## src/minimum_window_cover_assert.svh

```systemverilog
// Assertion macros for the minimum window cover block.
// Used by minimum_window_cover.sv; expects clk_i and rst_ni in scope.
`ifndef MINIMUM_WINDOW_COVER_ASSERT_SVH
`define MINIMUM_WINDOW_COVER_ASSERT_SVH

// Check a condition at every clock edge outside reset.
`define MWC_ASSERT_ALWAYS(lbl, cond, msg) \
  lbl: assert property (@(posedge clk_i) disable iff (!rst_ni) (cond)) else $error(msg);

// Check a consequence in the cycle after an antecedent.
`define MWC_ASSERT_NEXT(lbl, ante, cons, msg) \
  lbl: assert property (@(posedge clk_i) disable iff (!rst_ni) (ante) |=> (cons)) \
    else $error(msg);

`endif

```

## src/mwc_ram.sv

```systemverilog
// Generic single-clock RAM: one write port, one read port, registered read.
// No dependencies.
module mwc_ram #(
  parameter int  WIDTH = 8,
  parameter int  DEPTH = 16,
  localparam int AW    = $clog2(DEPTH)
) (
  input  logic             clk_i,
  input  logic             we_i,
  input  logic [AW-1:0]    waddr_i,
  input  logic [WIDTH-1:0] wdata_i,
  input  logic             re_i,
  input  logic [AW-1:0]    raddr_i,
  output logic [WIDTH-1:0] rdata_o
);

  logic [WIDTH-1:0] mem [DEPTH];
  logic [WIDTH-1:0] rdata_q;

  always_ff @(posedge clk_i) begin
    if (we_i) begin
      mem[waddr_i] <= wdata_i;
    end
    if (re_i) begin
      rdata_q <= mem[raddr_i];
    end
  end

  assign rdata_o = rdata_q;

endmodule

```

## config.mk

```make
export PLATFORM = sky130hd
export DESIGN_NAME = mwc_ram
export DESIGN_NICKNAME = d
export VERILOG_FILES = /design/src/minimum_window_cover_assert.svh /design/src/mwc_ram.sv
export SDC_FILE = /design/constraint.sdc
export NUM_CORES = 1
export LEC_CHECK = 0
export ABC_AREA = 1
export BUFFER_PORTS_ARGS = -buffer_cell sky130_fd_sc_hd__clkbuf_2
export CAP_MARGIN = 20
export CORE_UTILIZATION = 60
export DETAILED_ROUTE_END_ITERATION = 10
export GPL_ROUTABILITY_DRIVEN = 0
export GPL_TIMING_DRIVEN = 0
export PLACE_DENSITY_LB_ADDON = 0.25
export SKIP_CTS_REPAIR_TIMING = 1
export SLEW_MARGIN = 5
export SYNTH_ARGS = -nofsm -noshare
export SYNTH_HDL_FRONTEND = slang
export SYNTH_SLANG_ARGS = --single-unit
```

## constraint.sdc

```tcl
create_clock -name clk_i -period 2.5 [get_ports clk_i]
set_clock_uncertainty 0.1 [all_clocks]
set_input_delay 0.375 -clock clk_i [delete_from_list [all_inputs] [get_ports clk_i]]
set_output_delay 0.375 -clock clk_i [all_outputs]
set_load 0.02 [all_outputs]
```

-- After elaboration in Yosys (flattened, before gate mapping)
Memory sizes are Yosys's and may differ from the RTL's. A register that Yosys moved wholly into a read port is not among the register bits.
Cells that the tools add are included.
- logic and storage cells: 3
- input bits: 19
- memories: 1
- output and inout port bits: 8
- RAM bits: 128
- bits in registers: 0
- memory list (memory ; depth ; width ; rd ports ; clocked after Yosys merged registers in ; write ports ; RTL line ; source):
    mem ; 16 ; 8 ; 1 ; 1 ; 1 ; mwc_ram.sv:17 ; logic [WIDTH-1:0] mem [DEPTH];
- multiplexer cells: 2
- operators by type and width (cell ; count):
    $mux 1 ; 2

-- Logic depth before layout (Yosys ltp)
- depth after elaboration: 2
- gate-level depth with buffers: 8
- mapped depth without buffers: 7

-- Least setup slack after synthesis
No wires, ideal clock.
- path type: input -> register
- start point: input port waddr_i[2]
- end point: memory mem[10][0], enable pin
- path buffers: 0
- path slack: 1.074 ns
- library setup time: 0.370 ns
- required time: 2.030 ns
- cell stages on the path: 2
- arrival time: 0.956 ns
- cell sequence: nand3b_1 -> nor2_1
- RTL lines (what ; RTL line ; source):
    start, declared ; mwc_ram.sv:10 ; input logic [AW-1:0] waddr_i,
    end, declared ; mwc_ram.sv:17 ;
Straight into the memory's write port.

-- Worst setup path after layout
- start point: register rdata_q[6] (netlist: rdata_o[6]) (read register of mem)
- end point: output port rdata_o[6]
- RTL lines (what ; RTL line ; source):
    start, declared ; mwc_ram.sv:18 ; logic [WIDTH-1:0] rdata_q;
    end, declared ; mwc_ram.sv:14 ; output logic [WIDTH-1:0] rdata_o
No word-level cell between the ends.

==> run_summary.xml <==
<?xml version="1.0" encoding="UTF-8"?>
<metrics>
  <group name="run_status">
    <metric name="status" unit="">completed</metric>
  </group>
  <group name="final_layout">
    <metric name="drive_gt1_share" unit="%">12.4</metric>
    <metric name="finalCoreUtilization" unit="%">72.3</metric>
    <metric name="num-fill-cells" unit="">614</metric>
    <metric name="design.final.nets" unit="">612</metric>
    <metric name="layout_common_cells" unit="">sky130_fd_sc_hd__nand2_1, sky130_fd_sc_hd__edfxtp_1, sky130_fd_sc_hd__inv_1, sky130_fd_sc_hd__nand3_1, sky130_fd_sc_hd__clkbuf_2</metric>
    <metric name="area_growth_syn_to_layout" unit="%">15.4</metric>
    <metric name="layout.cells.non_filler" unit="">735</metric>
    <metric name="layout.cells.most_common" unit="">sky130_fd_sc_hd__nand2_1</metric>
    <metric name="n_antenna_cell" unit="">0</metric>
  </group>
  <group name="floorplanning">
    <metric name="io_pins" unit="">27</metric>
    <metric name="design.core.area" unit="um2">9330</metric>
    <metric name="initial_utilization" unit="%">62.7</metric>
    <metric name="die-area" unit="um2">10100</metric>
    <metric name="die_h" unit="um">101</metric>
    <metric name="floorplan.die.width" unit="um">101</metric>
    <metric name="floorplan.rows" unit="">35</metric>
  </group>
  <group name="clock_tree">
    <metric name="clkSinkCount" unit="">136</metric>
    <metric name="cts-root-to-sink-buffers" unit="">2</metric>
    <metric name="clkSlewWorstSetupHoldPaths" unit="ns">0.06</metric>
    <metric name="cts.root.buffer_cell" unit="">sky130_fd_sc_hd__clkbuf_8</metric>
    <metric name="cts_max_level" unit="">4</metric>
    <metric name="clock_latency_of_the_later_clocked_register_in_the_worst_skew_pair" unit="ns">0.53</metric>
    <metric name="cts-buffers-inserted" unit="">17</metric>
    <metric name="tritoncts" unit="">built</metric>
  </group>
  <group name="route">
    <metric name="antenna_violating_nets_post_route" unit="">0</metric>
    <metric name="drt_wirelength" unit="um">13900</metric>
    <metric name="drt-wirelength-per-cell" unit="um">18.9</metric>
    <metric name="detailedRoute.firstIterationViolations" unit="">596</metric>
    <metric name="vias" unit="">4175</metric>
    <metric name="route.detailed.vias_per_inst" unit="">5.68</metric>
    <metric name="drc_errors" unit="">0</metric>
    <metric name="dr.pass1.iters" unit="">6</metric>
  </group>
  <group name="worst_setup_path">
    <metric name="crit_end" unit="">rdata_o[6]</metric>
    <metric name="required_time_at_the_worst_slack_endpoint" unit="ns">2.03</metric>
    <metric name="r2r_setup_slk" unit="ns">1.14</metric>
    <metric name="r2r_cells" unit="">6</metric>
    <metric name="critPathMaxFanout" unit="">1</metric>
    <metric name="timing.critical_path.arrival" unit="ns">1.05</metric>
    <metric name="rr_startpoint" unit="">mem[9][1]</metric>
    <metric name="path_class" unit="">flip-flop to output port</metric>
    <metric name="slowest_stage_cell_cp" unit="">sky130_fd_sc_hd__edfxtp_1</metric>
    <metric name="path_depth" unit="">1</metric>
    <metric name="crit_family" unit="">flip-flops</metric>
    <metric name="critical_path.startpoint" unit="">rdata_o[6]</metric>
    <metric name="sum_of_buffers_and_inverters_on_the_critical_path" unit="">1</metric>
    <metric name="critical_path.startpoint_type" unit="">flip-flop</metric>
    <metric name="regToRegEndpoint" unit="">rdata_o[1]</metric>
    <metric name="worstSetupEndpointType" unit="">output port</metric>
    <metric name="critical_path_s_largest_stage_delay" unit="ns">0.37</metric>
    <metric name="timing.critical_path.cells" unit="">clkbuf_2</metric>
  </group>
  <group name="grt">
    <metric name="number_of_antenna_violations_at_the_first_check_in_global_routing" unit="">0</metric>
    <metric name="globalRouteTotalUtil" unit="%">30.2</metric>
    <metric name="grt_first_pass_wirelength" unit="um">21300</metric>
    <metric name="maximum_number_of_pins_on_one_net_before_global_route_repair" unit="">17</metric>
    <metric name="globalRoute.totalOverflow" unit="">0</metric>
    <metric name="grt_pass1_vias" unit="">3862</metric>
  </group>
  <group name="placement">
    <metric name="hpwl" unit="um">8450</metric>
    <metric name="place_ws" unit="ns">0.525</metric>
    <metric name="io_buffer_count" unit="">23</metric>
    <metric name="dpl.cell_count" unit="">703</metric>
  </group>
  <group name="timing">
    <metric name="layout_worst_path_cycle_share" unit="%">61.1</metric>
    <metric name="grt_setup_unrepaired" unit="">false</metric>
    <metric name="fin_crit" unit="ns">1.53</metric>
    <metric name="final_hold_viol_count" unit="">0</metric>
    <metric name="setup_viol_count_final" unit="">0</metric>
    <metric name="final.setup.tns" unit="ns">0</metric>
    <metric name="slew-limit-headroom" unit="%">35.5</metric>
    <metric name="tightest_slew" unit="ns">0.964</metric>
    <metric name="fmax" unit="MHz">655</metric>
    <metric name="setup_slack" unit="ns">0.973</metric>
    <metric name="whs" unit="ns">0.104</metric>
    <metric name="slew_violations" unit="">0</metric>
  </group>
  <group name="power_and_ir_drop">
    <metric name="vdd_drop_max" unit="mV">0.560</metric>
    <metric name="sequentialPowerShare" unit="%">46.5</metric>
    <metric name="power.switching" unit="mW">1.19</metric>
    <metric name="pwr-share-clk" unit="%">47.4</metric>
    <metric name="share_comb_of_total_power" unit="%">6.2</metric>
    <metric name="internal_power" unit="mW">4.37</metric>
    <metric name="power.switching_fraction" unit="%">21.3</metric>
    <metric name="p_leak" unit="nW">2.92</metric>
    <metric name="pwr_density_cell" unit="nW/um2">824</metric>
  </group>
  <group name="yosys">
    <metric name="synth.largest_area_cell" unit="">sky130_fd_sc_hd__edfxtp_1</metric>
    <metric name="synth_area_per_cell" unit="um2">10.6</metric>
    <metric name="yosys_warnings" unit="">0</metric>
    <metric name="synth.cell_area" unit="um2">5850</metric>
    <metric name="yosysUniqueCellTypes" unit="">11</metric>
    <metric name="postSynthRegisterBits" unit="">136</metric>
    <metric name="synth.top_cell.area_share" unit="%">69.8</metric>
    <metric name="postSynthNetCount" unit="">570</metric>
    <metric name="sequential_area_share_after_synthesis" unit="%">69.8</metric>
    <metric name="synthTopCellsByArea" unit="">sky130_fd_sc_hd__edfxtp_1, sky130_fd_sc_hd__nand2_1, sky130_fd_sc_hd__nand3_1</metric>
    <metric name="syn-instance-count" unit="">551</metric>
  </group>
  <group name="job">
    <metric name="maxcap_violations" unit="">0</metric>
  </group>
  <group name="hold_path">
    <metric name="hold_class" unit="">input pin to flip-flop</metric>
  </group>
</metrics>
[power by group through the flow]
stage | Sequential, mW | Combinational [mW] | Clock, mW
after floorplan | 2.64 | 0.180 | 0
after global placement | 2.63 | 0.322 | 0
after detailed placement | 2.63 | 0.330 | 0
after CTS | 2.58 | 0.336 | 2.62
after global routing | 2.59 | 0.371 | 2.73
final | 2.58 | 0.344 | 2.63
[per-stage QoR]
stage | area (um2) | total power [mW]
global route | 6750 | 5.69
floorplan | 5850 | 2.82
detailed placement | 6120 | 2.96
CTS | 6750 | 5.54
global placement | 6120 | 2.95
finish | 6750 | 5.56
[worst min path at each step]
stage | from | endpoint | slack [ns] | cells past startpoint
2_1_floorplan | wdata_i[0] | mem[0][0] | 0.37 | 0
3_3_place_gp | re_i | rdata_o[2] | 0.62 | 1
3_5_place_dp | re_i | rdata_o[2] | 0.64 | 1
4_1_cts | re_i | rdata_o[3] | 0.1 | 1
5_1_grt | re_i | rdata_o[1] | 0.10 | 1
6_report | re_i | rdata_o[3] | 0.10 | 1
[layer usage]
layer	wire (um)	share of wire [%]	GRT usage [%]	vias to the layer above
met3	1690	12	9.02	46
met4	426	3.1	11.5	0
met2	6340	46	46.9	329
li1	-	-	-	1874
met5	0	0	0	-
met1	5450	39	40.5	1926
[synthesized netlist by cell type, drive strengths merged]
cell type	count
nor2	17
nand2	173
nand3b	2
buf	24
inv	102
edfxtp	136
nand3	97
[kinds of logic after synthesis]
group | after synthesis | synth area share (%)
and+or+nand+nor | 289 | 20.8
buffers and inverters | 126 | 9.39
DFF | 136 | 69.8
[state kept, by name, summed over array words and instances (netlist names)]
name and flops:
mem 128, rdata_o 8
[final cells by class]
| cell class | instances | area (um2) | area share (%) |
|---|---|---|---|
| sequential | 136 | 4080 | 60.5 |
| clock inverter | 14 | 205 | 3.04 |
| buffer | 24 | 166 | 2.47 |
| timing repair buffer | 23 | 115 | 1.71 |
| inverter | 102 | 383 | 5.68 |
| clock buffer | 18 | 418 | 6.19 |
| multi-input combinational | 289 | 1210 | 18.0 |
| tap | 129 | 161 | 2.39 |
No activity file was read; power rests on OpenSTA's default activity.
