**config.mk**
```make
export PLATFORM = sky130hd
export DESIGN_NAME = mwc_need
export DESIGN_NICKNAME = d
export VERILOG_FILES = /design/src/minimum_window_cover_assert.svh /design/src/mwc_pkg.sv /design/src/mwc_ram.sv /design/src/mwc_need.sv
export SDC_FILE = /design/constraint.sdc
export NUM_CORES = 2
export LEC_CHECK = 0
export ABC_AREA = 1
export ABC_CLOCK_PERIOD_IN_PS = 3600
export BUFFER_PORTS_ARGS = -buffer_cell sky130_fd_sc_hd__buf_4
export CAP_MARGIN = 20
export CORE_MARGIN = 2
export CORE_UTILIZATION = 26
export CTS_CLUSTER_DIAMETER = 80
export DETAILED_ROUTE_END_ITERATION = 8
export HOLD_SLACK_MARGIN = 0.12
export PLACE_DENSITY = 0.38
export SLEW_MARGIN = 20
export SYNTH_ARGS = -nofsm -noshare
export SYNTH_HDL_FRONTEND = slang
export SYNTH_SLANG_ARGS = --single-unit
```
**constraint.sdc**
```tcl
create_clock -name clk_i -period 3.6 [get_ports clk_i]
set_input_delay 0.72 -clock clk_i [delete_from_list [all_inputs] [get_ports clk_i]]
set_output_delay 0.72 -clock clk_i [all_outputs]
set_load 0.005 [all_outputs]
```
**src/minimum_window_cover_assert.svh**
```systemverilog
// Assertion macros for the minimum window cover block.
// Used by minimum_window_cover.sv; expects clk_i and rst_ni in scope.
`ifndef MINIMUM_WINDOW_COVER_ASSERT_SVH
`define MINIMUM_WINDOW_COVER_ASSERT_SVH

// Check a condition at every clock edge outside reset.
`define MWC_ASSERT_ALWAYS(lbl, cond, msg) \
  lbl: assert property (@(posedge clk_i) disable iff (!rst_ni) (cond)) else $error(msg);

// Check a consequence in the cycle after an antecedent.
`define MWC_ASSERT_NEXT(lbl, ante, cons, msg) \
  lbl: assert property (@(posedge clk_i) disable iff (!rst_ni) (ante) |=> (cons)) \
    else $error(msg);

`endif

```
**src/mwc_pkg.sv**
```systemverilog
// Shared types and constants for the minimum window cover block.
// No dependencies; imported by every module of the block except mwc_ram.
package mwc_pkg;

  localparam int CHAR_W      = 7;
  localparam int ACT_W       = 2;
  localparam int PLEN_W      = 16;
  localparam int NEED_W      = 17;
  localparam int OUT_START_W = 16;
  localparam int OUT_LEN_W   = 13;
  localparam int IN_DATA_W   = 8;
  localparam int OUT_DATA_W  = 32;

  localparam logic [PLEN_W-1:0] PLEN_LIMIT = '1;

  typedef logic signed [NEED_W-1:0] need_t;

  localparam need_t NEED_ZERO = need_t'(0);
  localparam need_t NEED_ONE  = need_t'(1);

  typedef enum logic [ACT_W-1:0] {
    ACT_CLEAR   = 2'd0,
    ACT_PATTERN = 2'd1,
    ACT_TEXT    = 2'd2
  } action_e;

  typedef enum logic [2:0] {
    ST_IDLE,
    ST_PAT_WR,
    ST_TXT_WR,
    ST_CHK,
    ST_WIN_RD,
    ST_NEED_WR,
    ST_DONE
  } state_e;

  typedef struct packed {
    logic clear;
    logic rd;
    logic wr;
  } need_cmd_t;

endpackage

```
**src/mwc_ram.sv**
```systemverilog
// Generic single-clock RAM: one write port, one read port, registered read.
// No dependencies.
module mwc_ram #(
  parameter int  WIDTH = 8,
  parameter int  DEPTH = 16,
  localparam int AW    = $clog2(DEPTH)
) (
  input  logic             clk_i,
  input  logic             we_i,
  input  logic [AW-1:0]    waddr_i,
  input  logic [WIDTH-1:0] wdata_i,
  input  logic             re_i,
  input  logic [AW-1:0]    raddr_i,
  output logic [WIDTH-1:0] rdata_o
);

  logic [WIDTH-1:0] mem [DEPTH];
  logic [WIDTH-1:0] rdata_q;

  always_ff @(posedge clk_i) begin
    if (we_i) begin
      mem[waddr_i] <= wdata_i;
    end
    if (re_i) begin
      rdata_q <= mem[raddr_i];
    end
  end

  assign rdata_o = rdata_q;

endmodule

```
**src/mwc_need.sv**
```systemverilog
// Per-character need count table: a RAM plus one valid bit per entry.
// Depends on mwc_pkg and mwc_ram; an entry never written since clear reads zero.
module mwc_need import mwc_pkg::*; #(
  parameter int  ALPHABET = 128,
  localparam int NAW      = $clog2(ALPHABET)
) (
  input  logic           clk_i,
  input  logic           rst_ni,
  input  need_cmd_t      cmd_i,
  input  logic [NAW-1:0] raddr_i,
  input  logic [NAW-1:0] waddr_i,
  input  need_t          wdata_i,
  output need_t          rdata_o
);

  logic [ALPHABET-1:0] vld_q;
  logic                rd_vld_q;
  logic [NEED_W-1:0]   ram_rdata;

  mwc_ram #(
    .WIDTH (NEED_W),
    .DEPTH (ALPHABET)
  ) u_ram (
    .clk_i   (clk_i),
    .we_i    (cmd_i.wr),
    .waddr_i (waddr_i),
    .wdata_i (wdata_i),
    .re_i    (cmd_i.rd),
    .raddr_i (raddr_i),
    .rdata_o (ram_rdata)
  );

  always_ff @(posedge clk_i or negedge rst_ni) begin
    if (!rst_ni) begin
      vld_q    <= '0;
      rd_vld_q <= 1'b0;
    end else begin
      if (cmd_i.clear) begin
        vld_q <= '0;
      end else if (cmd_i.wr) begin
        vld_q[waddr_i] <= 1'b1;
      end
      if (cmd_i.rd) begin
        rd_vld_q <= vld_q[raddr_i];
      end
    end
  end

  assign rdata_o = rd_vld_q ? need_t'(ram_rdata) : NEED_ZERO;

endmodule

```
# --- After elaboration in Yosys (flattened, before gate mapping) ---
# Memory sizes are Yosys's and may differ from the RTL's. A register that Yosys moved wholly into a read port is not among the register bits.
# Cells that the tools add are included.
op_classes:
  magnitude_cmp: 3
  n_mux: 9
  n_bitwise: 1
  reduce_logical: 2
ops:
  columns: ["operator", "n"]
  rows:
  - ["two-way mux 128 bit", 2]
  - ["bitwise OR 128 bit", 1]
  - ["two-way mux 17 bit", 1]
  - ["less-than comparator 7 x 8 -> 1 bit (second input constant)", 2]
  - ["binary-select mux 1 bit (select 7 bit)", 1]
  - ["demux 1 bit (select 7 bit)", 1]
  - [">= comparator 7 x 1 -> 1 bit (second input constant)", 1]
  - ["two-way mux 1 bit", 4]
  - ["nonzero test 2 bit", 1]
  - ["logical AND 1 bit", 1]
totals:
  regBits: 129
  mem_bits_rw: 2176
  in_bits: 36
  output_inout_bits: 17
  word_cells: 18
  n_memories: 1
mem_list:
  columns: ["name", "depth", "word_bits", "rd", "rd_ports_with_merged_regs", "wr", "line_no", "text"]
  rows:
  - ["u_ram.mem", 128, 17, 1, 1, 1, "mwc_ram.sv:17", "logic [WIDTH-1:0] mem [DEPTH];"]

# --- Depth between registers and ports, before layout ---
logic_depth:
  word_depth: 7
  mapped_depth: 15
  depth_no_buf: 11

# --- Hierarchy ---
# A second synthesis with hierarchy kept.
hier_totals:
  cells_unflattened: 7992
  area_unflattened_um2: 94351.7
by_module_without_submodules:
  columns: ["module", "n_inst", "cells_each", "area_per_inst_um2"]
  rows:
  - ["mwc_ram", 1, 7205, 87995.6]
  - ["mwc_need", 1, 787, 6356.1]

# --- Least setup slack after synthesis ---
# No wires, ideal clock.
synth_timing:
  path_kind: "input-to-reg"
  startpoint: "input port waddr_i[1]"
  endpoint: "memory u_ram.mem[111][0] (netlist name), enable pin"
  arrival_ns: 2.155
  setup_slack_ns: 1.053
  cell_stages: 7
  path_buffers: 1
  cell_sequence: "inv_1 > nor3_1 > inv_1 > nor2_1 > inv_1 > clkbuf_1 > nor2_1"
synth_rtl:
  columns: ["item", "line_no", "text"]
  rows:
  - ["start: declaration", "mwc_need.sv:11", "input logic [NAW-1:0] waddr_i,"]
  - ["end: declaration", "mwc_ram.sv:17", null]
# No word-level cell before the write port.

# --- Final worst setup path ---
layout_timing:
  startpoint: "register rd_vld_q"
  endpoint: "output port rdata_o[15]"
layout_between:
  elab_chain_len: 1
layout_rtl:
  columns: ["item", "line_no", "text"]
  rows:
  - ["start: declaration", "mwc_need.sv:17", "logic rd_vld_q;"]
  - ["start signal: assignment", "mwc_need.sv:44", "rd_vld_q <= vld_q[raddr_i];"]
  - ["two-way mux 17 bit", "mwc_need.sv:49", "assign rdata_o = rd_vld_q ? need_t'(ram_rdata) : NEED_ZERO;"]
  - ["end: declaration", "mwc_need.sv:13", "output need_t rdata_o"]
# No other way between the ends.

==> qor_table.md <==
| Item | Value | Unit |
|:---|:---|:---|
| Average instance area after synthesis | 12.4 | um2 |
| Max Clk Rate | 336 | MHz |
| Category of the worst setup path launch point | flip-flop | - |
| Number of remaining DRC errors | 1 | - |
| Final std cell area, no fill | 109000 | um2 |
| Post-route core utilization | 31.0 | % |
| Routed via count | 61500 | - |
| Largest stage delay on the critical path | 0.62 | ns |
| Largest clock skew in the final design | 0.0634 | ns |
| DP Wirelength | 200000 | um |
| Chip Width | 600 | um |
| Number of antenna violations at the first check in global routing | 19 | - |
| Count of standard-cell rows | 218 | - |
| Min setup slack post-route | 0.623 | ns |
| Area of the die | 360000 | um2 |
| CTS H-Tree Depth | 5 | - |
| Vias per std cell | 4.87 | - |
| Filler cells | 35400 | - |
| Count of boundary I/O pins | 53 | - |
| CTS tree | done | - |
| Remaining antenna violation count | 0 | - |
| Area inside the core boundary | 353000 | um2 |
| Source-to-sink clock delay at the later pin of the worst-skew pair | 0.90 | ns |
| Clock Sink Count | 2322 | - |
| Final worst hold slack | 0.257 | ns |
| # port buffers | 52 | - |
| Max-cap violation count | 0 | - |
| DRT Wirelength | 336000 | um |
| Max FO, Critical Path | 11 | - |
| Minimum clock period after layout | 2.98 | ns |
| Last element of the critical path | rdata_o[15] | - |
| Mapped Area | 92400 | um2 |
| Result of the run | finished with violations | - |
| Post-synthesis sequential area ratio | 74.8 | % |
| Place WS | -0.171 | ns |
| Hold wc startpoint | cmd_i[2] | - |
| Number of DRC violations after detailed-routing iteration 0 | 5848 | - |
| Worst endpoint data arrival time | 2.26 | ns |
| Height of the chip | 600 | um |
| Initial cell density of the core | 26.2 | % |
| Setup repair after global routing missed its margin | false | - |
| Global route overflow | 0 | - |
| RePlAce Congestion | 0.803 | - |
| CTS Hold Buffers Added | 1 | - |
| Area Growth Syn to Fin | 18.5 | % |
| Netlist cell types | 20 | - |
| Quantity of gates resized following cts | 0 | - |
| Worst r2r path cells | 8 | - |
| Worst min-delay path class | input pin to flip-flop | - |
| Path type of the worst setup path | flip-flop to output pin | - |
| Static power due to leakage | 36.2 | nW |
| Violated checks | DRC | - |
| Net count of the finished layout | 7704 | - |
| Crit path cell chain | buf_16 -> nand2_1 -> inv_1 -> buf_4 | - |
| Maximum vdd ir drop | 396 | uV |
| Power, Total | 60.6 | mW |
| Number of instances in the synthesized netlist | 7443 | - |
| Avg WL per Cell | 26.6 | um |
| Post-CTS setup buffer count | 0 | - |
| Vias in the first global route | 59700 | - |
| Tot GR Track Use | 18.3 | % |
| CP required | 2.88 | ns |
| Worst setup path startpoint | rd_vld_q$_DFFE_PN0P_ | - |
| Net Count, Synth | 7479 | - |
| Worst path slowest cell | sky130_fd_sc_hd__dfrtp_2 | - |
| Critical R2R Launch | u_ram.mem[53][13]$_DFFE_PP_ | - |
| Global-route wire length before repair | 472000 | um |
| Final setup vio count | 0 | - |
| First-pass iteration count of the detailed router | 9 | - |
| Final hold violation count | 0 | - |
| Clock transition at the registers of the reported paths | 0.06 | ns |
| Area fraction of the dominant cell type after synthesis | 71.3 | % |
| Post-route fraction of the period consumed by the critical path | 82.7 | % |
| CTS Buf Count | 272 | - |
| Slew Viols, Final | 0 | - |
| Leading post-synthesis cells by cell area | sky130_fd_sc_hd__edfxtp_1, sky130_fd_sc_hd__nor2_1, sky130_fd_sc_hd__o21ai_0 | - |
| Synth warnings | 0 | - |
| Post-synthesis sequential element count | 2322 | - |
| Number of buffers on the longest clock path | 4 | - |
| Cell area power density | 554 | nW/um2 |
| Capturing element type of the critical path | output pin | - |
| Top cell type by total area after synthesis | sky130_fd_sc_hd__edfxtp_1 | - |
| Largest net degree at the start of global routing | 102 | - |
| Dpl cell area | 101000 | um2 |
| Normalized max-slew margin | 28.5 | % |
| R2R setup slack | 1.29 | ns |
| Least-Margin Pin Slew | 1.07 | ns |
| Root Buffer | sky130_fd_sc_hd__clkbuf_16 | - |
| Ratio of cells with drive above 1 in the final layout | 12.3 | % |
| Worst R2R End | u_ram.rdata_o[13]$_DFFE_PP_ | - |
-- report_power, final --
part	leakage [nW]	internal [mW]	total, mW	switching, mW
combinational	10.5	1.05	4.13	3.09
sequential	21.5	29.7	29.7	0.0523
clock	4.14	15.6	26.8	11.1
-- critical path, delay by kind of cell (launching register included) --
kind / cells / cell delay (ns)
and+or+nand+nor: 1 / 0.07
DFF: 1 / 0.62
buffers and inverters: 3 / 0.67
-- kinds of logic (layout without fill, tap and decap cells) --
logic type	Yosys count	in the layout	synth area share, %
DFF	2322	2322	74.8
and+or+nand+nor	2893	2893	12.7
other	0	14	0
buffers and inverters	630	1065	3.15
AOI/OAI and AO/OA	1598	1598	9.35
-- state kept, by name, summed over array words and instances (netlist names) --
name,count
u_ram.rdata_o,17
u_ram.mem,2176
vld_q,128
rd_vld_q,1
-- per-stage QoR --
step                      setup TNS [ns]  std cells
after floorplan                        0       7443
after global placement            -0.383      12100
after detailed placement          -0.333      12100
after CTS                              0      12600
after global routing                   0      12600
final                                  0      12600
-- worst min-delay path by stage --
stage                                   to  slack (ns)  cells past startpoint
2_1_floorplan         rd_vld_q$_DFFE_PN0P_        0.42                      0
6_report             vld_q[59]$_DFFE_PN0P_        0.26                      2
5_1_grt        u_ram.mem[52][15]$_DFFE_PP_        0.27                      1
3_3_place_gp         vld_q[60]$_DFFE_PN0P_        0.48                      2
3_5_place_dp         vld_q[61]$_DFFE_PN0P_        0.48                      2
4_1_cts              vld_q[59]$_DFFE_PN0P_        0.25                      2
-- cell type report --
type | count | area, um2 | area share [%]
flip-flops and latches | 2322 | 69100 | 63.1
multi-input cells | 4491 | 20700 | 18.9
clock buffers | 359 | 7490 | 6.84
well taps | 4730 | 5920 | 5.41
repair buffers | 478 | 4870 | 4.45
clock inverters | 125 | 983 | 0.898
inverters | 103 | 423 | 0.386
diodes | 14 | 35.0 | 0.0320
-- placed cells by master, fill, tap and decap left out, drive strengths merged --
cell	synthesis	routed
edfxtp	2193	2193
inv	100	105
nor2	1432	1432
o21ai	1054	1054
clkbuf	292	359
nand2	748	748
nor3	9	9
bufinv	0	14
o22ai	510	510
nand3	704	704
diode	0	14
dlygate4sd3	0	1
buf	235	477
a21oi	34	34
clkinvlp	0	5
dfrtp	129	129
clkinv	3	104
-- synth_stat cells --
library cell / n
sky130_fd_sc_hd__edfxtp_1: 2193
sky130_fd_sc_hd__nor2_1: 1432
sky130_fd_sc_hd__o21ai_0: 939
sky130_fd_sc_hd__nand2_1: 748
sky130_fd_sc_hd__nand3_1: 704
sky130_fd_sc_hd__o22ai_1: 510
sky130_fd_sc_hd__clkbuf_1: 292
sky130_fd_sc_hd__dfrtp_1: 129
sky130_fd_sc_hd__buf_2: 128
sky130_fd_sc_hd__o21ai_1: 115
sky130_fd_sc_hd__inv_1: 95
sky130_fd_sc_hd__buf_1: 45
sky130_fd_sc_hd__buf_6: 37
sky130_fd_sc_hd__a21oi_1: 34
sky130_fd_sc_hd__buf_4: 23
sky130_fd_sc_hd__nor3_1: 9
sky130_fd_sc_hd__inv_2: 4
sky130_fd_sc_hd__clkinv_1: 3
sky130_fd_sc_hd__buf_8: 2
sky130_fd_sc_hd__inv_4: 1
-- per-layer routing --
layer,vias up,global-route usage (%),routed length [um]
li1,27600,-,-
met5,-,0,0
met2,1789,29.4,155000
met4,0,4.41,8050
met3,391,2.58,18600
met1,31700,26.0,154000
(Power assumes the default switching activity.)
